## src/rtl/osalu_pkg.sv

```systemverilog
// ----------------------------------------------------------------------------
// osalu_pkg
// shared constants, operation codes and pipeline stage types of the
// saturating integer unit
// ----------------------------------------------------------------------------
package osalu_pkg;

  localparam int MAX_WIDTH = 64;
  localparam int DATA_W    = 64;
  localparam int HALF_W    = DATA_W / 2;
  localparam int FUNC_W    = 3;
  localparam int CFG_W     = 7;
  localparam int APB_W     = 32;
  localparam int ADDR_W    = 3;

  // register index as decoded from paddr[2]
  localparam logic REG_WIDTH = 1'b0;

  // operation codes
  localparam logic [FUNC_W-1:0] FUNC_SADD = 3'd0;
  localparam logic [FUNC_W-1:0] FUNC_UADD = 3'd1;
  localparam logic [FUNC_W-1:0] FUNC_SSUB = 3'd2;
  localparam logic [FUNC_W-1:0] FUNC_USUB = 3'd3;
  localparam logic [FUNC_W-1:0] FUNC_SMUL = 3'd4;
  localparam logic [FUNC_W-1:0] FUNC_UMUL = 3'd5;

  typedef struct packed {
    logic [DATA_W-1:0] mask;
    logic [DATA_W-1:0] smin;
  } cfg_t;

  typedef struct packed {
    logic [FUNC_W-1:0] func;
    logic [DATA_W-1:0] lhs;
    logic [DATA_W-1:0] rhs;
  } op_t;

  typedef struct packed {
    logic [FUNC_W-1:0] func;
    logic [DATA_W-1:0] a;
    logic [DATA_W-1:0] b;
    logic [DATA_W-1:0] mul_a;
    logic [DATA_W-1:0] mul_b;
    logic              sa;
    logic              sb;
    logic              neg;
    logic [DATA_W-1:0] mask;
    logic [DATA_W-1:0] smin;
  } s1_t;

  typedef struct packed {
    logic [FUNC_W-1:0] func;
    logic [DATA_W-1:0] mask;
    logic [DATA_W-1:0] smin;
    logic              neg;
    logic [DATA_W-1:0] pp_ll;
    logic [DATA_W-1:0] pp_lh;
    logic [DATA_W-1:0] pp_hl;
    logic [DATA_W-1:0] pp_hh;
    logic [DATA_W-1:0] as_wrap;
    logic              as_ov;
    logic [DATA_W-1:0] as_sat;
  } s2_t;

  typedef struct packed {
    logic [FUNC_W-1:0] func;
    logic [DATA_W-1:0] mask;
    logic [DATA_W-1:0] smin;
    logic              neg;
    logic [DATA_W-1:0] prod_lo;
    logic              prod_hi_nz;
    logic [DATA_W-1:0] as_wrap;
    logic              as_ov;
    logic [DATA_W-1:0] as_sat;
  } s3_t;

  typedef struct packed {
    logic [DATA_W-1:0] wrap;
    logic              ov;
    logic [DATA_W-1:0] sat;
  } res_t;

endpackage

```

## src/rtl/osalu_mulsum.sv

```systemverilog
// ----------------------------------------------------------------------------
// osalu_mulsum
// partial product sum into the low product word and a high-word flag
// ----------------------------------------------------------------------------
module osalu_mulsum (
  input  logic             clk,
  input  logic             rst_n,
  input  logic             s2_v,
  input  osalu_pkg::s2_t   s2,
  output logic             s3_v,
  output osalu_pkg::s3_t   s3
);

  logic                          s3_v_r;
  osalu_pkg::s3_t                s3_r;
  osalu_pkg::s3_t                s3_nxt;
  logic [osalu_pkg::DATA_W-1:0]  mid;
  logic [osalu_pkg::DATA_W-1:0]  prod_hi;

  localparam int HW = osalu_pkg::HALF_W;
  localparam int DW = osalu_pkg::DATA_W;

  // middle column: carry out of the low half plus both cross terms
  assign mid = DW'(s2.pp_ll[DW-1:HW]) + DW'(s2.pp_lh[HW-1:0]) + DW'(s2.pp_hl[HW-1:0]);
  assign prod_hi = s2.pp_hh + DW'(s2.pp_lh[DW-1:HW]) + DW'(s2.pp_hl[DW-1:HW])
                 + DW'(mid[DW-1:HW]);

  always_comb begin
    s3_nxt.func       = s2.func;
    s3_nxt.mask       = s2.mask;
    s3_nxt.smin       = s2.smin;
    s3_nxt.neg        = s2.neg;
    s3_nxt.prod_lo    = {mid[HW-1:0], s2.pp_ll[HW-1:0]};
    s3_nxt.prod_hi_nz = |prod_hi;
    s3_nxt.as_wrap    = s2.as_wrap;
    s3_nxt.as_ov      = s2.as_ov;
    s3_nxt.as_sat     = s2.as_sat;
  end

  always_ff @(posedge clk) begin
    if (!rst_n) begin
      s3_v_r <= 1'b0;
    end else begin
      s3_v_r <= s2_v;
    end
  end

  always_ff @(posedge clk) begin
    s3_r <= s3_nxt;
  end

  assign s3_v = s3_v_r;
  assign s3   = s3_r;

endmodule

```

## config.mk

```make
export PLATFORM = sky130hd
export DESIGN_NAME = osalu_mulsum
export DESIGN_NICKNAME = d
export VERILOG_FILES = /design/src/rtl/osalu_pkg.sv /design/src/rtl/osalu_mulsum.sv
export SDC_FILE = /design/constraint.sdc
export NUM_CORES = 1
export LEC_CHECK = 0
export ABC_AREA = 1
export BUFFER_PORTS_ARGS = -buffer_cell sky130_fd_sc_hd__buf_2
export CORE_AREA = 2 2 332 334
export DETAILED_ROUTE_END_ITERATION = 8
export DIE_AREA = 0 0 334 336
export HOLD_SLACK_MARGIN = 0.1
export PLACE_DENSITY = 0.4
export SYNTH_ARGS = -nofsm -noshare
export SYNTH_HDL_FRONTEND = slang
export SYNTH_SLANG_ARGS = --single-unit
```

## constraint.sdc

```tcl
create_clock -name clk -period 9.61 [get_ports clk]
set_input_delay 0.4805 -clock clk [delete_from_list [all_inputs] [get_ports clk]]
set_output_delay 0.4805 -clock clk [all_outputs]
set_load 0.05 [all_outputs]
```

# [Word level (Yosys, flattened, before mapping)]
# Cells that the tools add are included.
[word_totals] reg_bits=327 latch_bits=0 mem_bits_rw=0 mem_bits_ro=0 inputBits=520 wordCells=16 n_memories=0
[op_classes] add_sub_neg=5 n_mul=0 div=0 order_cmp=0 n_eq_ne=0 shifts=0 n_mux=0 bitwise=0 reduce_logical=1
[ops] op="64-bit by 32-bit adder with 64-bit output" count=2
[ops] op="64-bit by 2-bit adder with 64-bit output" count=1
[ops] op="64-bit OR reduction" count=1
[ops] op="33-bit by 32-bit adder with 34-bit output" count=1
[ops] op="32-bit by 32-bit adder with 33-bit output" count=1

# [Logic depth before layout (Yosys ltp)]
[logic_depth] word_depth=4 ltp_mapped=34 ltp_nobuf=34

# [Worst setup path before layout]
# No wires, ideal clock.
[synth_path] kind="input-to-reg" startpoint="input port s2[194] in the netlist's numbering" endpoint="register s3_r (netlist bit s3[129])" setup_ns=0.121 arrival_time_ns=4.820 required_ns=9.489 setup_slack_ns=4.670 cell_stages=31 n_path_buf=0 cell_sequence="fa_1 -> ha_1 -> inv_1 -> fa_1 -> o21ai_1 -> a21oi_2 -> o21ai_2 -> a21oi_1 -> o21ai_0 -> a22oi_1 -> fa_1 -> inv_1 -> ha_1 -> inv_1 -> fa_1 -> inv_1 -> nand3_1 -> nand2_2 -> nand2_1 -> nand2_1 -> nand2_1 -> nand2_2 -> nand2_2 -> nand3_2 -> nand2_1 -> nand3_1 -> nand2_1 -> nor2_1 -> nand3_1 -> nor2_1 -> nand3_1"
[synth_rtl] element="start: declaration" line_no="osalu_mulsum.sv:9" text="input osalu_pkg::s2_t s2,"
[synth_rtl] element="end signal: assignment" line_no="osalu_mulsum.sv:49" text="s3_r <= s3_nxt;"
[synth_rtl] element="end: declaration" line_no="osalu_mulsum.sv:15" text="osalu_pkg::s3_t s3_r;"

==> out/metrics.cfg <==
[place]
gp_congestion = 0.957
hpwl_um = 111000
place_ws_ns = 3.56
placed_area_mm2 = 0.0206
io_buffers = 846

[cts]
cts_tree = built
cts_setup_buffers = 0
clk_pin_slew_ns = 0.06
cts_buffers = 44
clock-root-buffer = clkbuf_16
ctsHoldBuffers = 295
cts.path.max_buffers = 3
cts_resized = 0
cts_htree_levels = 2
clock_sinks = 327

[grt]
track_usage = 0.213
antenna_found_initial = 69
grt_max_degree = 15
grt_pass1_vias = 17115
grt_pass1_wl_um = 157000
gr-total-overflow = 0

[layout]
seq_area_mm2 = 0.00655
syn_to_final_growth_pct = 71.8
multi_input_area_mm2 = 0.00714
drive_gt1_frac = 0.341
fillCellCount = 12169
layout.nets = 3585
fin_area_mm2 = 0.0251

[setup_path]
endpoint_kind = flop
critPathKind = input pin to flop
crit_path_max_fanout = 5
required_ns = 10.11
cpMostUsedCell = nand2_1
max_stage_delay_ns = 0.55
cp-start-kind = input pin
arrival_ns = 5.85
crit_slowest_cell = fa_1
cpLargestDelayFamily = adder cells
path_buf_inv = 5

[synth]
synth-seq-cells = 327
yosysMostFrequentCell = nand2_1
syn_inst = 1715
syn_nets = 2398
yosysTopAreaCellShare = 0.447
async_flop_share = 0
synth_area_mm2 = 0.0146
yosysTopAreaCell = dfxtp_1
seq_area_frac_synth = 0.447
synth_ff_type = dfxtp_1
synth_edf_count = 0
synth.yosys.warnings = 0
synth.area.top_cells = dfxtp_1, nand2_1, fa_1, ha_1, inv_1
ys_top_cells_by_count = nand2_1, dfxtp_1, inv_1
syn_area_per_cell_um2 = 8.54
synth_cell_types = 41

[sta]
fmax_ghz = 0.187
finalCriticalPeriod_ns = 5.36
holdWs_ns = 0.316
fin_setup_tns_ns = 0
max_slew_margin = 0.577
setup_viol = 0
grt_setup_unrepaired = false
worst_slack_ns = 4.25
drv_slew = 0
worst_pin_slew_ns = 0.630
period_share = 0.557
hold_viol_final = 0

[die]
fp.dieW_um = 334
start_util = 0.135
core-area_mm2 = 0.108
io-pin-count = 847
rows = 121
die_area_mm2 = 0.112
die_y_um = 336

[flow_run]
maxCapViolations = 0

[drt]
drt_iter0_drc = 583
wl_per_cell_um = 28.2
postRouteWirelength_um = 123000
via_count = 16328
vias_per_cell = 3.74
route.detailed.drc = 0
antenna_left = 0
drt_first_pass_iters = 5

[min_path]
hold_path.class = input pin to flop
hold_start = s2[354]
whs_endpoint = s3[163]
holdPathStages = 3

[pwr]
vdd_drop_max_uv = 144
power.leakage_nw = 12.6
p_per_area_mw_per_mm2 = 212
totalPowerFinal_w = 0.00532

[status]
outcome = completed

==> layout make-up <==
cell class / count / area share
diodes: 14 / 0.00139
clock buffers: 59 / 0.0496
clock inverters: 21 / 0.0106
inverters: 255 / 0.0381
multi-input cells: 1133 / 0.284
flip-flops and latches: 327 / 0.260
well taps: 1414 / 0.0704
repair buffers: 1141 / 0.286
==> flip-flops by register name, summed over array words and instances, names as in the netlist <==
register  count
s3          326
s3_v          1
==> placed cells by master, fill, tap and decap left out, drive strengths merged, types with 6 or more instances in the layout <==
cell | synthesis | layout
xnor2 | 14 | 14
fa | 67 | 67
nand4 | 31 | 31
inv | 253 | 258
diode | 0 | 14
xor2 | 22 | 22
ha | 96 | 96
nand2 | 494 | 494
dlygate4sd3 | 0 | 295
dfxtp | 327 | 327
o21ai | 37 | 37
buf | 0 | 846
a21oi | 63 | 63
nor2 | 144 | 144
nor3 | 29 | 29
clkinv | 2 | 11
clkbuf | 0 | 59
a21o | 6 | 6
nand3 | 92 | 92
nand3b | 8 | 8
==> worst min-delay path, cell delays in order <==
cell and delay [ns]:
buf_2 0.08, fa_1 0.16, ha_1 0.17
==> per-layer routing <==
metal	track usage	vias up	part of all wire
met1	0.220	7585	0.36
met4	0.0779	16	0.043
met3	0.131	187	0.14
li1	-	7798	-
met5	0	-	0.00079
met2	0.351	742	0.46
==> how the worst max path moves through the flow <==
stage / start / endpoint / slack (ns) / depth (start not counted)
floorplan: s2[194] / s3[129] / 4.67 / 31
global placement: s2[194] / s3[129] / 3.66 / 32
detailed placement: s2[194] / s3[129] / 3.56 / 32
CTS: s2[194] / s3[129] / 4.22 / 32
global route: s2[194] / s3[129] / 3.74 / 32
finish: s2[194] / s3[129] / 4.25 / 32
==> power by group <==
part	switching, W	internal (W)	leakage (nW)
combinational	0.00145	0.000583	9.13
sequential	0.0000426	0.00149	2.76
clock	0.000751	0.00101	0.734
==> logic make-up after synthesis <==
group                    synth area share
AND/OR/NAND/NOR                     0.243
flip-flops                          0.447
buffers and inverters              0.0654
adder cells (fa/ha/maj)             0.174
AO/OA/AOI/OAI                      0.0495
XOR/XNOR                           0.0215
==> per-stage QoR <==
step,std cells,utilization
3_5_place_dp,3975,0.190
6_report,4364,0.232
4_1_cts,4350,0.232
2_1_floorplan,1715,-
5_1_grt,4357,0.232
3_3_place_gp,3975,0.190
Note: power is estimated with default switching activity, not from simulation.
