==> config.mk <==
export PLATFORM = sky130hd
export DESIGN_NAME = osalu_result
export DESIGN_NICKNAME = d
export VERILOG_FILES = /design/src/rtl/osalu_pkg.sv /design/src/rtl/osalu_result.sv
export SDC_FILE = /design/constraint.sdc
export NUM_CORES = 1
export LEC_CHECK = 0
export ABC_CLOCK_PERIOD_IN_PS = 3300
export BUFFER_PORTS_ARGS = -buffer_cell sky130_fd_sc_hd__buf_2
export CAP_MARGIN = 40
export CORE_ASPECT_RATIO = 1.25
export CORE_MARGIN = 3
export CORE_UTILIZATION = 40
export CTS_CLUSTER_DIAMETER = 120
export DETAILED_ROUTE_END_ITERATION = 8
export PLACE_DENSITY = 0.76
export SYNTH_ARGS = -nofsm -noshare
export SYNTH_HDL_FRONTEND = slang
export SYNTH_SLANG_ARGS = --single-unit
==> constraint.sdc <==
create_clock -name clk -period 3.3 [get_ports clk]
set_input_delay 0.165 -clock clk [delete_from_list [all_inputs] [get_ports clk]]
set_output_delay 0.165 -clock clk [all_outputs]
set_load 0.01 [all_outputs]
==> src/rtl/osalu_pkg.sv <==
// ----------------------------------------------------------------------------
// osalu_pkg
// shared constants, operation codes and pipeline stage types of the
// saturating integer unit
// ----------------------------------------------------------------------------
package osalu_pkg;

  localparam int MAX_WIDTH = 64;
  localparam int DATA_W    = 64;
  localparam int HALF_W    = DATA_W / 2;
  localparam int FUNC_W    = 3;
  localparam int CFG_W     = 7;
  localparam int APB_W     = 32;
  localparam int ADDR_W    = 3;

  // register index as decoded from paddr[2]
  localparam logic REG_WIDTH = 1'b0;

  // operation codes
  localparam logic [FUNC_W-1:0] FUNC_SADD = 3'd0;
  localparam logic [FUNC_W-1:0] FUNC_UADD = 3'd1;
  localparam logic [FUNC_W-1:0] FUNC_SSUB = 3'd2;
  localparam logic [FUNC_W-1:0] FUNC_USUB = 3'd3;
  localparam logic [FUNC_W-1:0] FUNC_SMUL = 3'd4;
  localparam logic [FUNC_W-1:0] FUNC_UMUL = 3'd5;

  typedef struct packed {
    logic [DATA_W-1:0] mask;
    logic [DATA_W-1:0] smin;
  } cfg_t;

  typedef struct packed {
    logic [FUNC_W-1:0] func;
    logic [DATA_W-1:0] lhs;
    logic [DATA_W-1:0] rhs;
  } op_t;

  typedef struct packed {
    logic [FUNC_W-1:0] func;
    logic [DATA_W-1:0] a;
    logic [DATA_W-1:0] b;
    logic [DATA_W-1:0] mul_a;
    logic [DATA_W-1:0] mul_b;
    logic              sa;
    logic              sb;
    logic              neg;
    logic [DATA_W-1:0] mask;
    logic [DATA_W-1:0] smin;
  } s1_t;

  typedef struct packed {
    logic [FUNC_W-1:0] func;
    logic [DATA_W-1:0] mask;
    logic [DATA_W-1:0] smin;
    logic              neg;
    logic [DATA_W-1:0] pp_ll;
    logic [DATA_W-1:0] pp_lh;
    logic [DATA_W-1:0] pp_hl;
    logic [DATA_W-1:0] pp_hh;
    logic [DATA_W-1:0] as_wrap;
    logic              as_ov;
    logic [DATA_W-1:0] as_sat;
  } s2_t;

  typedef struct packed {
    logic [FUNC_W-1:0] func;
    logic [DATA_W-1:0] mask;
    logic [DATA_W-1:0] smin;
    logic              neg;
    logic [DATA_W-1:0] prod_lo;
    logic              prod_hi_nz;
    logic [DATA_W-1:0] as_wrap;
    logic              as_ov;
    logic [DATA_W-1:0] as_sat;
  } s3_t;

  typedef struct packed {
    logic [DATA_W-1:0] wrap;
    logic              ov;
    logic [DATA_W-1:0] sat;
  } res_t;

endpackage

==> src/rtl/osalu_result.sv <==
// ----------------------------------------------------------------------------
// osalu_result
// multiply overflow and clamp, result select and output register
// ----------------------------------------------------------------------------
module osalu_result (
  input  logic             clk,
  input  logic             rst_n,
  input  logic             s3_v,
  input  osalu_pkg::s3_t   s3,
  output logic             res_v,
  output osalu_pkg::res_t  res
);

  logic                          res_v_r;
  osalu_pkg::res_t               res_r;
  osalu_pkg::res_t               res_nxt;
  logic [osalu_pkg::DATA_W-1:0]  smax;
  logic [osalu_pkg::DATA_W-1:0]  lim;
  logic [osalu_pkg::DATA_W-1:0]  smul_wrap;
  logic                          smul_ov;
  logic                          umul_ov;

  assign smax      = s3.mask >> 1;
  assign lim       = s3.neg ? s3.smin : smax;
  // magnitude product, negated back when the signs differ
  assign smul_wrap = (s3.neg ? (~s3.prod_lo + osalu_pkg::DATA_W'(1)) : s3.prod_lo)
                   & s3.mask;
  assign smul_ov   = s3.prod_hi_nz || (s3.prod_lo > lim);
  assign umul_ov   = s3.prod_hi_nz || (s3.prod_lo > s3.mask);

  always_comb begin
    case (s3.func)
      osalu_pkg::FUNC_SMUL: begin
        res_nxt.wrap = smul_wrap;
        res_nxt.ov   = smul_ov;
        res_nxt.sat  = smul_ov ? lim : smul_wrap;
      end
      osalu_pkg::FUNC_UMUL: begin
        res_nxt.wrap = s3.prod_lo & s3.mask;
        res_nxt.ov   = umul_ov;
        res_nxt.sat  = umul_ov ? s3.mask : (s3.prod_lo & s3.mask);
      end
      default: begin
        res_nxt.wrap = s3.as_wrap;
        res_nxt.ov   = s3.as_ov;
        res_nxt.sat  = s3.as_sat;
      end
    endcase
  end

  always_ff @(posedge clk) begin
    if (!rst_n) begin
      res_v_r <= 1'b0;
    end else begin
      res_v_r <= s3_v;
    end
  end

  always_ff @(posedge clk) begin
    res_r <= res_nxt;
  end

  assign res_v = res_v_r;
  assign res   = res_r;

endmodule

# Word-level counts from Yosys, hierarchy flattened
# Cells that the tools add are included.
# W data, S select, Z words.
[word_totals] register_bits=130 wordCells=19 out_inout_bits=130 in_bits=329
[op_classes] n_reduce_logical=2 addsub=1 n_lt_le_gt_ge=2 eq_ne=2 n_bitwise=3 n_mux=5
[ops] op="$pmux W129 S2" count=1
[ops] op="$mux W64" count=4
[ops] op="$and A64 B64 Y64" count=2
[ops] op="$gt A64 B64 Y1" count=2
[ops] op="$add A64 B1 Y64 const B" count=1
[ops] op="$not A64 Y64" count=1
[ops] op="$eq A3 B3 Y1 const B" count=2
[ops] op="$logic_or A1 B1 Y1" count=2

# Depth between registers and ports, before layout
[logic_depth] word_depth=6 mapped_depth=18 mapped_depth_nobuf=12

# Worst setup path after synthesis
# No wires, ideal clock.
[synth_path] kind="input to register" from="input port s3[194] (netlist bit)" to="register res_r (netlist bit res[30])" t_arrival_ps=3523 slack_ps=-345 path_buffers=5 cell_stages=14 t_required_ps=3178 setup_ps=122 cell_sequence="buf_6 -> clkbuf_1 -> clkbuf_1 -> mux2i_1 -> ha_1 -> nand4_1 -> or4_1 -> a221oi_1 -> nor4_1 -> nor2_1 -> clkbuf_1 -> buf_2 -> nor2_1 -> o32a_1"
[synth_rtl] element="start: declaration" line="osalu_result.sv:9" text="input osalu_pkg::s3_t s3,"
[synth_rtl] element="end signal: assignment" line="osalu_result.sv:60" text="res_r <= res_nxt;"
[synth_rtl] element="end: declaration" line="osalu_result.sv:15" text="osalu_pkg::res_t res_r;"

==> metrics.txt <==
# TYPE chip_impl_metric gauge
chip_impl_metric{name="worst_path_largest_cell_delay",unit="ns"} 0.32
chip_impl_metric{name="gr_ovfl_total",unit=""} 0
chip_impl_metric{name="cp_data_required_time",unit="ns"} 3.62
chip_impl_metric{name="synth_enable_flop_cells",unit=""} 0
chip_impl_metric{name="vdd.ir_drop.worst",unit="mV"} 0.277
chip_impl_info{name="worst_hold_path_type",value="input port to register"} 1
chip_impl_metric{name="crit_arrival",unit="ns"} 3.53
chip_impl_info{name="status",value="finished, final reports clean"} 1
chip_impl_metric{name="tightest_slew",unit="ns"} 0.917
chip_impl_metric{name="floorplan.die.width",unit="µm"} 162
chip_impl_metric{name="avgSynthCellArea",unit="µm²"} 8.18
chip_impl_metric{name="detail_route.wirelength",unit="mm"} 56.1
chip_impl_metric{name="count_of_different_cell_masters_after_synthesis",unit=""} 72
chip_impl_metric{name="final_period_minus_worst_setup_slack",unit="ns"} 3.21
chip_impl_metric{name="cts_max_path_buffers",unit=""} 2
chip_impl_metric{name="layout-drive-gt1-share",unit=""} 0.329
chip_impl_metric{name="final.setup.tns",unit="ns"} 0
chip_impl_metric{name="timing.final.max_slew_violations",unit=""} 0
chip_impl_metric{name="cellLeakagePower",unit="µW"} 0.00882
chip_impl_metric{name="path_clk_slew",unit="ns"} 0.07
chip_impl_metric{name="post_dp_cell_area",unit="µm²"} 16100
chip_impl_metric{name="grt_pass1_vias",unit=""} 14800
chip_impl_metric{name="timing.hold.ws",unit="ns"} 0.0166
chip_impl_metric{name="core-area",unit="µm²"} 29700
chip_impl_metric{name="synth_sequential_area_ratio",unit=""} 0.213
chip_impl_metric{name="post_synth_inst_count",unit=""} 1495
chip_impl_metric{name="htreeDepth",unit=""} 4
chip_impl_metric{name="grtUsageMet2",unit=""} 0.585
chip_impl_metric{name="cts_num_sinks",unit=""} 130
chip_impl_metric{name="timing.critical_path.fanout_max",unit=""} 21
chip_impl_info{name="end_kind",value="register"} 1
chip_impl_info{name="clock_tree_from_tritoncts",value="built"} 1
chip_impl_metric{name="maxSlewHeadroom",unit=""} 0.389
chip_impl_metric{name="wl_per_cell",unit="µm"} 21.8
chip_impl_metric{name="drt_iter0_drc",unit=""} 1186
chip_impl_metric{name="drtAntennaViolNets",unit=""} 0
chip_impl_metric{name="finalCritPeriodShare",unit=""} 0.973
chip_impl_metric{name="maximum_number_of_pins_on_one_net_before_global_route_repair",unit=""} 155
chip_impl_metric{name="hpwl",unit="mm"} 42.8
chip_impl_metric{name="grt_pass1_wl",unit="mm"} 83.4
chip_impl_metric{name="met3_usage",unit=""} 0.0589
chip_impl_metric{name="syn-cell-area",unit="µm²"} 12200
chip_impl_metric{name="report.final.setup_viol",unit=""} 0
chip_impl_info{name="hold_end",value="res[16]"} 1
chip_impl_metric{name="ys_warn_count",unit=""} 0
chip_impl_info{name="crit_path_start_kind",value="input port"} 1
chip_impl_info{name="worstHoldStart",value="s3[16]"} 1
chip_impl_metric{name="stdcell_area",unit="µm²"} 17900
chip_impl_info{name="globalRoute.busiestLayer",value="met2"} 1
chip_impl_metric{name="ys_async_sr_fraction",unit=""} 0
chip_impl_metric{name="detail_route.drc_violations",unit=""} 0
chip_impl_info{name="setup.worst_path.class",value="input port to register"} 1
chip_impl_metric{name="portBuffers",unit=""} 458
chip_impl_metric{name="seqCellArea",unit="µm²"} 2600
chip_impl_info{name="crit_chain",value="buf_8 > buf_12 > mux2i_2 > ha_1 > nand4_1 > nor4_2 > buf_4 > nand4_1 > a31oi_2 > nor4_1 > buf_4 > or2_4 > nor2_2 > buf_12 > o2bb2ai_1 > o21ai_0"} 1
chip_impl_metric{name="met1_usage",unit=""} 0.355
chip_impl_metric{name="filler_cell_count",unit=""} 2542
chip_impl_metric{name="antenna_found_initial",unit=""} 9
chip_impl_metric{name="placedCellCount",unit=""} 2426
chip_impl_metric{name="grt_usage",unit=""} 0.326
chip_impl_metric{name="synth-seq-cells",unit=""} 130
chip_impl_metric{name="p_per_area",unit="nW/µm²"} 331
chip_impl_metric{name="critical_path_buffer_and_inverter_count",unit=""} 5
chip_impl_metric{name="number_of_buffers_inserted_during_clock_tree_synthesis",unit=""} 17
chip_impl_info{name="synth_ff_type",value="dfxtp_1"} 1
chip_impl_info{name="cts-root-buf",value="clkbuf_16"} 1
chip_impl_metric{name="detail_route.vias_per_cell",unit=""} 5.77
chip_impl_metric{name="placement_rows",unit=""} 70
chip_impl_metric{name="whs_path_depth",unit=""} 2
chip_impl_metric{name="area_delta_synth_final",unit="%"} 46.0
chip_impl_metric{name="num_vias",unit=""} 14900
chip_impl_metric{name="worst-path-stages",unit=""} 16
chip_impl_info{name="critical_path.top_delay_family",value="simple AND/OR/NAND/NOR gates"} 1
chip_impl_metric{name="start_util",unit=""} 0.412
chip_impl_metric{name="synth_fp_nets",unit=""} 2017
chip_impl_metric{name="multi_input_comb_area",unit="µm²"} 9060
chip_impl_metric{name="die-height",unit="µm"} 202
chip_impl_metric{name="max_freq",unit="MHz"} 312
chip_impl_metric{name="nets",unit=""} 2683
chip_impl_metric{name="gp_congestion",unit=""} 0.930
chip_impl_metric{name="num_io_pins",unit=""} 459
chip_impl_metric{name="maxCapViolations",unit=""} 0
chip_impl_metric{name="layout.cells.non_filler",unit=""} 2576
chip_impl_metric{name="floorplan.die_area",unit="µm²"} 32700
chip_impl_metric{name="firstDrtPassIters",unit=""} 5
chip_impl_metric{name="timing.final.hold_violations",unit=""} 0
chip_impl_info{name="critical-path-slowest-cell",value="nor4_2"} 1
[layout by cell type (no fill, tap or decap), types with 7 or more instances in the layout]
| cell type | count |
|---|---|
| nand2_1 | 170 |
| nand3_1 | 46 |
| o221ai_1 | 8 |
| mux2i_1 | 92 |
| or3_1 | 8 |
| a21oi_1 | 107 |
| xor2_1 | 42 |
| buf_4 | 152 |
| nor2_1 | 69 |
| dfxtp_1 | 130 |
| mux2_2 | 16 |
| o2bb2ai_1 | 8 |
| a31oi_1 | 15 |
| inv_1 | 71 |
| ha_1 | 193 |
| or4_1 | 7 |
| buf_2 | 456 |
| nor3_1 | 34 |
| o21ai_0 | 98 |
| a221o_1 | 41 |
| a21o_1 | 10 |
| dlygate4sd3_1 | 111 |
| clkbuf_16 | 17 |
| o22ai_1 | 11 |
| o31ai_1 | 21 |
| xnor2_1 | 20 |
| nand2b_1 | 12 |
| a22oi_1 | 7 |
| buf_12 | 14 |
| o211ai_1 | 18 |
| nor4_1 | 7 |
| nand4_1 | 28 |
[worst max-delay path by stage]
| stage | start | to | slack (ns) |
|---|---|---|---|
| floorplan | s3[194] | res[30] | 0.01 |
| global placement | s3[194] | res[45] | -0.43 |
| detailed placement | s3[194] | res[48] | -0.43 |
| CTS | s3[194] | res[9] | 0.01 |
| global route | s3[194] | res[52] | -0.01 |
| finish | s3[194] | res[29] | 0.09 |
[where the power goes]
group	internal, µW	leakage [µW]	switching (µW)
clock	1150	0.000279	838
sequential	1720	0.00110	45.7
combinational	996	0.00744	1170
total	3860	0.00882	2050
[timing repair]
| item | CTS | global route |
|---|---|---|
| gates resized for setup | 0 | 16 |
| hold buffers | 111 | 0 |
| endpoints found under the setup margin | 0 | 62 |
| buffers inserted | 0 | 1 |
| hold endpoints to repair | 110 | 0 |
[routing by layer]
layer,wire length (µm),share of wire
met5,46,0.00082
met4,3420,0.061
met3,4120,0.073
met2,28100,0.50
met1,20500,0.36
[synthesized netlist by cell type, types with 7 or more instances]
library cell | instances | area share
a21oi_1 | 107 | 0.044
clkbuf_1 | 54 | 0.017
o211ai_1 | 18 | 0.011
ha_1 | 193 | 0.20
nor2_1 | 72 | 0.022
inv_1 | 71 | 0.022
nand3_1 | 46 | 0.019
o221ai_1 | 8 | 0.0057
xor2_1 | 42 | 0.030
nand2_1 | 170 | 0.052
buf_2 | 9 | 0.0037
a31oi_1 | 16 | 0.0082
o21ai_0 | 99 | 0.041
a21o_1 | 10 | 0.0061
or3_1 | 8 | 0.0041
o22ai_1 | 11 | 0.0056
a22oi_1 | 7 | 0.0043
dfxtp_1 | 130 | 0.21
nor4_1 | 9 | 0.0046
o2bb2ai_1 | 8 | 0.0057
nand4_1 | 28 | 0.014
a221o_1 | 41 | 0.034
or4_1 | 7 | 0.0043
mux2i_1 | 98 | 0.080
o31ai_1 | 21 | 0.013
xnor2_1 | 20 | 0.014
nand2b_1 | 14 | 0.0072
mux2_2 | 16 | 0.015
nor3_1 | 34 | 0.014
buf_1 | 14 | 0.0043
[kinds of logic after synthesis]
logic type                 Yosys count  share of synthesized area
and+or+nand+nor                    436                      0.176
AOI/OAI and AO/OA                  402                      0.219
buffers and inverters              158                     0.0554
xor gates and xnor gates            62                     0.0444
DFF                                130                      0.213
muxes                              114                     0.0949
adders and majority gates          193                      0.197
[state kept, by name, summed over array words and instances (netlist names)]
signal and flops:
res_v 1, res 129
[per-stage QoR]
step	util	setup slack [ns]	power (µW)
after floorplan	-	0.0134	2780
after global placement	0.541	-0.431	3770
after detailed placement	0.541	-0.431	3790
after CTS	0.598	0.00956	5870
after global routing	0.601	-0.0117	6170
final	0.602	0.0906	5910
[final cells by class]
type / instances / area share
sequential: 130 / 0.146
antenna: 6 / 0.000841
clock buffer: 23 / 0.0279
tap: 396 / 0.0277
timing repair buffer: 734 / 0.270
multi-input combinational: 1207 / 0.507
inverter: 71 / 0.0149
clock inverter: 9 / 0.00532
(Power assumes the default switching activity.)
