<file path="src/rtl/osalu_pkg.sv">
// ----------------------------------------------------------------------------
// osalu_pkg
// shared constants, operation codes and pipeline stage types of the
// saturating integer unit
// ----------------------------------------------------------------------------
package osalu_pkg;

  localparam int MAX_WIDTH = 64;
  localparam int DATA_W    = 64;
  localparam int HALF_W    = DATA_W / 2;
  localparam int FUNC_W    = 3;
  localparam int CFG_W     = 7;
  localparam int APB_W     = 32;
  localparam int ADDR_W    = 3;

  // register index as decoded from paddr[2]
  localparam logic REG_WIDTH = 1'b0;

  // operation codes
  localparam logic [FUNC_W-1:0] FUNC_SADD = 3'd0;
  localparam logic [FUNC_W-1:0] FUNC_UADD = 3'd1;
  localparam logic [FUNC_W-1:0] FUNC_SSUB = 3'd2;
  localparam logic [FUNC_W-1:0] FUNC_USUB = 3'd3;
  localparam logic [FUNC_W-1:0] FUNC_SMUL = 3'd4;
  localparam logic [FUNC_W-1:0] FUNC_UMUL = 3'd5;

  typedef struct packed {
    logic [DATA_W-1:0] mask;
    logic [DATA_W-1:0] smin;
  } cfg_t;

  typedef struct packed {
    logic [FUNC_W-1:0] func;
    logic [DATA_W-1:0] lhs;
    logic [DATA_W-1:0] rhs;
  } op_t;

  typedef struct packed {
    logic [FUNC_W-1:0] func;
    logic [DATA_W-1:0] a;
    logic [DATA_W-1:0] b;
    logic [DATA_W-1:0] mul_a;
    logic [DATA_W-1:0] mul_b;
    logic              sa;
    logic              sb;
    logic              neg;
    logic [DATA_W-1:0] mask;
    logic [DATA_W-1:0] smin;
  } s1_t;

  typedef struct packed {
    logic [FUNC_W-1:0] func;
    logic [DATA_W-1:0] mask;
    logic [DATA_W-1:0] smin;
    logic              neg;
    logic [DATA_W-1:0] pp_ll;
    logic [DATA_W-1:0] pp_lh;
    logic [DATA_W-1:0] pp_hl;
    logic [DATA_W-1:0] pp_hh;
    logic [DATA_W-1:0] as_wrap;
    logic              as_ov;
    logic [DATA_W-1:0] as_sat;
  } s2_t;

  typedef struct packed {
    logic [FUNC_W-1:0] func;
    logic [DATA_W-1:0] mask;
    logic [DATA_W-1:0] smin;
    logic              neg;
    logic [DATA_W-1:0] prod_lo;
    logic              prod_hi_nz;
    logic [DATA_W-1:0] as_wrap;
    logic              as_ov;
    logic [DATA_W-1:0] as_sat;
  } s3_t;

  typedef struct packed {
    logic [DATA_W-1:0] wrap;
    logic              ov;
    logic [DATA_W-1:0] sat;
  } res_t;

endpackage

</file>
<file path="src/rtl/osalu_operand.sv">
// ----------------------------------------------------------------------------
// osalu_operand
// operand stage: masking to the width, sign bits and multiply magnitudes
// ----------------------------------------------------------------------------
module osalu_operand (
  input  logic             clk,
  input  logic             rst_n,
  input  logic             op_v,
  input  osalu_pkg::op_t   op,
  input  osalu_pkg::cfg_t  cfg,
  output logic             s1_v,
  output osalu_pkg::s1_t   s1
);

  logic                s1_v_r;
  osalu_pkg::s1_t      s1_r;
  osalu_pkg::s1_t      s1_nxt;
  logic                is_smul;

  always_comb begin
    s1_nxt.func  = op.func;
    s1_nxt.mask  = cfg.mask;
    s1_nxt.smin  = cfg.smin;
    s1_nxt.a     = op.lhs & cfg.mask;
    s1_nxt.b     = op.rhs & cfg.mask;
    s1_nxt.sa    = |(s1_nxt.a & cfg.smin);
    s1_nxt.sb    = |(s1_nxt.b & cfg.smin);
    is_smul      = (op.func == osalu_pkg::FUNC_SMUL);
    // signed multiply works on magnitudes, sign is put back at the end
    s1_nxt.mul_a = (is_smul && s1_nxt.sa) ?
                   ((~s1_nxt.a + osalu_pkg::DATA_W'(1)) & cfg.mask) : s1_nxt.a;
    s1_nxt.mul_b = (is_smul && s1_nxt.sb) ?
                   ((~s1_nxt.b + osalu_pkg::DATA_W'(1)) & cfg.mask) : s1_nxt.b;
    s1_nxt.neg   = is_smul && (s1_nxt.sa != s1_nxt.sb);
  end

  always_ff @(posedge clk) begin
    if (!rst_n) begin
      s1_v_r <= 1'b0;
    end else begin
      s1_v_r <= op_v;
    end
  end

  always_ff @(posedge clk) begin
    s1_r <= s1_nxt;
  end

  assign s1_v = s1_v_r;
  assign s1   = s1_r;

endmodule

</file>
<file path="config.mk">
export PLATFORM = sky130hd
export DESIGN_NAME = osalu_operand
export DESIGN_NICKNAME = d
export VERILOG_FILES = /design/src/rtl/osalu_pkg.sv /design/src/rtl/osalu_operand.sv
export SDC_FILE = /design/constraint.sdc
export NUM_CORES = 1
export LEC_CHECK = 0
export BUFFER_PORTS_ARGS = -buffer_cell sky130_fd_sc_hd__buf_2
export CAP_MARGIN = 15
export CORE_AREA = 2 2 255 257
export CTS_BUF_LIST = sky130_fd_sc_hd__clkbuf_4
export DETAILED_ROUTE_END_ITERATION = 10
export DIE_AREA = 0 0 257 259
export MAX_ROUTING_LAYER = met4
export PLACE_DENSITY = 0.43
export SLEW_MARGIN = 20
export SYNTH_ARGS = -nofsm -noshare
export SYNTH_HDL_FRONTEND = slang
export SYNTH_SLANG_ARGS = --single-unit
</file>
<file path="constraint.sdc">
create_clock -name clk -period 5.3 [get_ports clk]
set_input_delay 1.06 -clock clk [delete_from_list [all_inputs] [get_ports clk]]
set_output_delay 1.06 -clock clk [all_outputs]
set_load 0.03 [all_outputs]
</file>
* Word-level counts from Yosys, hierarchy flattened
Cells that the tools add are included.
** Cells by class
- $add $sub $neg :: 2
- Reduce and logical (&&, ||, !) cells :: 5
- Equal/unequal tests :: 2
- Bitwise gates (word level) :: 8
- Multiplexer cells :: 2
** Operators by type and width (number)
- AND 64 bit :: 6
- adder 64 x 1 -> 64 bit, second input constant :: 2
- two-way mux 64 bit :: 2
- inverter 64 bit :: 2
- OR reduction 64 bit :: 2
- equality test 3 bit, second input constant :: 1
- logical AND 1 bit :: 3
- inequality test 1 bit :: 1
** Storage, ports and cells
- Bits in registers :: 391
- Input bits :: 262
- Word-level logic and storage cells :: 30
- Output and inout port bits :: 391

* Logic depth before layout (Yosys ltp)
Gate-level depths: netlist of run 1.
- Depth in word-level cells :: 5
- Gate-level depth with buffers :: 10

* Worst setup path after synthesis of run 1
Ideal clock, no wire load.
- Kind :: in2reg
- Start :: in op[64] (netlist bit)
- End :: reg s1_r (netlist bit s1[246])
- Slack :: 2.170 ns
- Data arrival time :: 3.010 ns
- Data required time :: 5.179 ns
- Stages :: 8
- Cell sequence :: a222oi_1 > and3_1 > buf_2 > and4bb_2 > nand3_1 > or2_1 > o41ai_2 > mux2_2
** RTL lines
- from (decl) :: RTL line osalu_operand.sv:9 : input osalu_pkg::op_t op,
- to (signal assigned) :: RTL line osalu_operand.sv:46 : s1_r <= s1_nxt;
- to (decl) :: RTL line osalu_operand.sv:16 : osalu_pkg::s1_t s1_r;

==> results of run 1 <==
==> kinds of logic after synthesis <==
family / synth area share
compound gates: 0.0767
flops: 0.590
xor+xnor: 0.00133
simple gates: 0.227
buf+inv: 0.0329
mux: 0.0720
==> cell usage in the layout (no fill, tap or decap), types with 10 or more instances in the layout <==
cell / count
a21oi_1: 42
nor3_1: 14
a22oi_1: 12
o21ai_0: 39
nor2b_1: 32
clkbuf_4: 155
nor2_1: 37
and2_1: 49
mux2_2: 30
nor4_1: 10
diode_2: 10
inv_1: 90
buf_2: 652
dfxtp_1: 389
a31oi_1: 21
buf_4: 15
nand2b_1: 62
nand2_1: 116
mux2i_1: 60
clkinv_1: 21
nand4_1: 38
or4b_2: 24
nand3_1: 127
a222oi_1: 16
==> worst max-delay path by stage <==
stage	depth (start not counted)	slack, ns	startpoint	to
6_report	9	1.72	cfg[82]	s1[216]$_DFF_P_
5_1_grt	8	1.62	cfg[66]	s1[169]$_DFF_P_
4_1_cts	9	1.73	cfg[82]	s1[223]$_DFF_P_
3_5_place_dp	9	0.73	cfg[82]	s1[216]$_DFF_P_
3_3_place_gp	9	0.71	cfg[82]	s1[216]$_DFF_P_
2_1_floorplan	8	2.17	op[64]	s1[246]$_DFF_P_
==> per-stage QoR <==
stage	hold WS [ns]	setup slack [ns]	total power, mW	std cells	utilization
3_5_place_dp	1.18	0.734	4.37	2795	0.275
6_report	0.303	1.72	6.95	2991	0.296
2_1_floorplan	1.09	2.17	3.79	1294	-
5_1_grt	0.192	1.62	7.30	2991	0.296
3_3_place_gp	1.18	0.714	4.37	2795	0.275
4_1_cts	0.189	1.73	7.07	2981	0.295
==> final cells by class <==
type,count,share of cell area
multi-input combinational,794,0.264
antenna,10,0.00133
tap,855,0.0567
clock buffer,155,0.0616
inverter,90,0.0179
clock inverter,31,0.00729
timing repair buffer,667,0.179
sequential,389,0.412
==> flip-flops by register name (all words and copies together), names as in the netlist <==
name / flops
s1: 388
s1_v: 1
==> metal layers <==
layer | up-vias | share of wire | track usage
met3 | 74 | 0.066 | 0.0561
met2 | 558 | 0.50 | 0.364
met4 | 0 | 0.012 | 0.0455
li1 | 6119 | - | -
met1 | 6227 | 0.42 | 0.252
met5 | - | 0 | -
==> where the power goes <==
part	switching, mW	internal [mW]
Clock	1.33	1.33
Combinational	0.826	0.322
Sequential	0.0438	3.09
Total	2.20	4.75
==> impl_metrics.yaml, run 1 <==
layout:
  multi_input_area_um2: 4980
  final_area_um2: 18900
  nFillCells: 6933
  area_delta_synth_final_pct: 43.1
  seq_area_um2: 7790
  nNetsFinal: 2311
  drive_gt1_frac: 0.423
routing:
  routed_wl_um: 71300
  drt_iter0_drc: 725
  vias: 13000
  ant_nets: 0
  drc: 0
  wl_per_cell_um: 23.8
  dr.pass1.iters: 6
  vias_per_cell: 4.34
die:
  core_area_um2: 63900
  rows: 93
  dieArea_um2: 66600
  ioPinCount: 653
  die_height_um: 259
  die_w_um: 257
  start_util: 0.206
yosys:
  yosys_warnings: 0
  synth_top_area_share: 0.590
  yosys_most_used_dff: "dfxtp_1"
  yosysTopAreaCell: "dfxtp_1"
  synthArstFlopShare: 0
  synth_edf_count: 0
  synth-seq-cells: 389
  syn_area_um2: 13200
  synth_area_leaders: "dfxtp_1 59%, nand3_1 4.8%, mux2i_1 4.6%"
  syn_inst: 1294
  syn_avg_cell_area_um2: 10.2
  ys_top_cells_by_count: "389 x dfxtp_1, 127 x nand3_1, 117 x nand2_1, 90 x inv_1, 62 x nand2b_1"
  yosysSeqAreaShare: 0.590
  syn-num-nets: 1556
  ys_types: 52
  synth.most_common_cell: "dfxtp_1"
placement:
  dp_hpwl_um: 59700
  gp_congestion: 0.865
  postPlaceCellArea_um2: 17600
  io_buffers: 652
cts:
  clk_pin_slew_ns: 0.06
  cts_resized: 0
  clock_path_buffers: 3
  cts_tree: "done"
  clock_sinks: 389
  postCtsSetupBuffers: 0
  numCtsBuffers: 107
  cts_max_level: 3
  hold_buffers: 0
  cts_root_buf: "clkbuf_4"
grt:
  grt_pass1_wl_um: 97500
  grt_max_degree: 45
  grt_overflow: 0
  grtUsageTotal: 0.214
  antenna_found_initial: 8
  grt_pass1_vias: 13200
setup_path:
  worstPathArrival_ns: 4.36
  worstSetupPathType: "input pin to flip-flop"
  slowest_delay_ns: 0.73
  required_ns: 6.07
  crit_family: "simple AND/OR/NAND/NOR gates"
  end_kind: "flip-flop"
  crit_buf_inv: 2
  crit_fanout: 28
  cp_common_cell: "nand4_1"
  path_cells: "buf_2 > nand3_1 > nand4_1 > nor4_1 > nand4_1 > nand2_2 > buf_4 > o21ai_0 > a21boi_0"
  cp-start-kind: "input pin"
  slowest_stage: "nand2_2"
sta:
  max_freq_mhz: 279
  fin_tns_setup_ns: 0
  setup_violations: 0
  finalHoldViolations: 0
  rsz0062_at_grt: "no"
  fin_crit_sh: 0.676
  tightest_slew_ns: 0.886
  fin_crit_ns: 3.58
  relSlewSlack: 0.409
  slew_violations: 0
worst_hold_path:
  whs_endpoint: "s1[389]$_DFF_P_"
  worstHoldPathCells: 1
  worstHoldPathType: "input pin to flip-flop"
  hp-start: "op[130]"
outcome:
  status: "finished, final reports clean"
power_and_ir_drop:
  p_leak_nw: 9.41
  vdd_ir_drop_max_v: 0.000196
  powerDensity_nw_per_um2: 368
flow_run:
  cap_violations: 0
(Power assumes the default switching activity.)
==> run 2, diff against run 1 <==
==> constraint.sdc (replaced) <==
create_clock -name clk -period 3.75 [get_ports clk]
set_input_delay 0.75 -clock clk [delete_from_list [all_inputs] [get_ports clk]]
set_output_delay 0.75 -clock clk [all_outputs]
set_load 0.03 [all_outputs]
==> run 2 against run 1 <==
  * Cell area up 8.3%
  * Sequential share of layout area is 3.2 points lower
  * Critical path depth is 1 higher
  * First-iteration DRC count down 4.3%
  * Via count up 4.0%
  * Wire length grew 1.7%
  * Clock power increased by 50%
  * Utilization up 2.5 points
  * Largest power group unchanged
==> impl_metrics.yaml, run 2 (same netlist as run 1, synthesis figures left out) <==
placement:
  io_buffers: 652
  dp_hpwl_um: 59700
  dp_cells: 2819
  gp_congestion: 0.856
  postPlaceCellArea_um2: 17800
routing:
  dr.pass1.iters: 5
  routed_wl_um: 72500
  vias_per_cell: 4.29
  drt_iter0_drc: 694
  ant_nets: 0
  vias: 13500
  wl_per_cell_um: 23.0
  drc: 0
cts:
  cts_max_level: 3
  cts_root_buf: "clkbuf_4"
  postCtsSetupBuffers: 0
  cts_tree: "done"
  clock_path_buffers: 3
  clk_pin_slew_ns: 0.07
  numCtsBuffers: 109
  clock_sinks: 389
  cts_resized: 0
grt:
  grtUsageTotal: 0.217
  antenna_found_initial: 10
  grt_max_degree: 46
  grt_pass1_wl_um: 99700
  grt_pass1_vias: 13900
  grt_overflow: 0
power_and_ir_drop:
  p_leak_nw: 10.1
  vdd_ir_drop_max_v: 0.000290
  fin_total_pwr_mw: 10.2
  powerDensity_nw_per_um2: 498
layout:
  area_delta_synth_final_pct: 55.0
  drive_gt1_frac: 0.408
  seq_area_um2: 7790
  final_area_um2: 20500
  mostFrequentLayoutCells: "652 x buf_2, 389 x dfxtp_1, 151 x clkbuf_4"
  nFillCells: 6785
  multi_input_area_um2: 4980
  nNetsFinal: 2457
  largest_reg_flops: 388
  final_common_cell: "buf_2"
  final_cells: 3149
sta:
  relSlewSlack: 0.354
  fin_crit_ns: 3.29
  max_freq_mhz: 304
  finalHoldViolations: 0
  slew_violations: 0
  tightest_slew_ns: 0.969
  fin_crit_sh: 0.877
  rsz0062_at_grt: "no"
  setup_violations: 0
  hold_ws_ns: 0.119
  fin_tns_setup_ns: 0
setup_path:
  required_ns: 4.51
  crit_family: "simple AND/OR/NAND/NOR gates"
  worstSetupPathType: "input pin to flip-flop"
  crit_fanout: 9
  cp-start-kind: "input pin"
  slowest_stage: "or4_1"
  worstPathArrival_ns: 4.05
  path_cells: "dlygate4sd3_1 > buf_2 > a222oi_1 > buf_4 > nand2_1 > nor3_1 > nand3_1 > or4_1 > o31ai_1 > mux2_2"
  slowest_delay_ns: 0.54
  crit_buf_inv: 3
  end_kind: "flip-flop"
die:
  die_w_um: 257
  dieArea_um2: 66600
  rows: 93
  ioPinCount: 653
  core_area_um2: 63900
  die_height_um: 259
  start_util: 0.206
outcome:
  status: "finished, final reports clean"
flow_run:
  cap_violations: 0
worst_hold_path:
  worstHoldPathType: "input pin to flip-flop"
==> run 2: routing by layer <==
| metal | track usage | share of wire | vias up |
|---|---|---|---|
| li1 | - | - | 6417 |
| met1 | 0.255 | 0.43 | 6462 |
| met2 | 0.372 | 0.50 | 543 |
| met3 | 0.0526 | 0.057 | 78 |
| met4 | 0.0501 | 0.015 | 0 |
| met5 | - | 0 | - |
==> run 2: final timing paths <==
path                    start              end  slack (ns)  cells past startpoint
worst max-delay path  cfg[73]  s1[219]$_DFF_P_        0.46                     10
worst min-delay path  cfg[85]   s1[85]$_DFF_P_        0.12                      1
==> run 2: final cells by class <==
type,instances,share of cell area
clock buffers,151,0.0554
multi-input cells,794,0.244
diodes,13,0.00159
inverters,90,0.0165
flip-flops and latches,389,0.381
repair buffers,811,0.236
well taps,855,0.0523
clock inverters,46,0.0141
==> run 2: repair_timing <==
item | CTS | global route
setup endpoints to repair | 0 | 0
hold buffers | 120 | 0
endpoints found under the hold margin | 119 | 0
==> run 2: through the flow <==
step	utilization	worst slack, ns
final	0.320	0.462
after global routing	0.320	0.364
after CTS	0.320	0.541
after detailed placement	0.279	0.134
after global placement	0.279	0.131
after floorplan	-	0.930
==> run 2: power breakdown <==
part | switching [mW] | leakage (nW) | internal [mW] | total, mW
clock network | 1.92 | 0.847 | 2.08 | 4.00
registers | 0.0603 | 3.26 | 4.37 | 4.43
logic | 1.19 | 6.03 | 0.547 | 1.74
total | 3.17 | 10.1 | 7.00 | 10.2
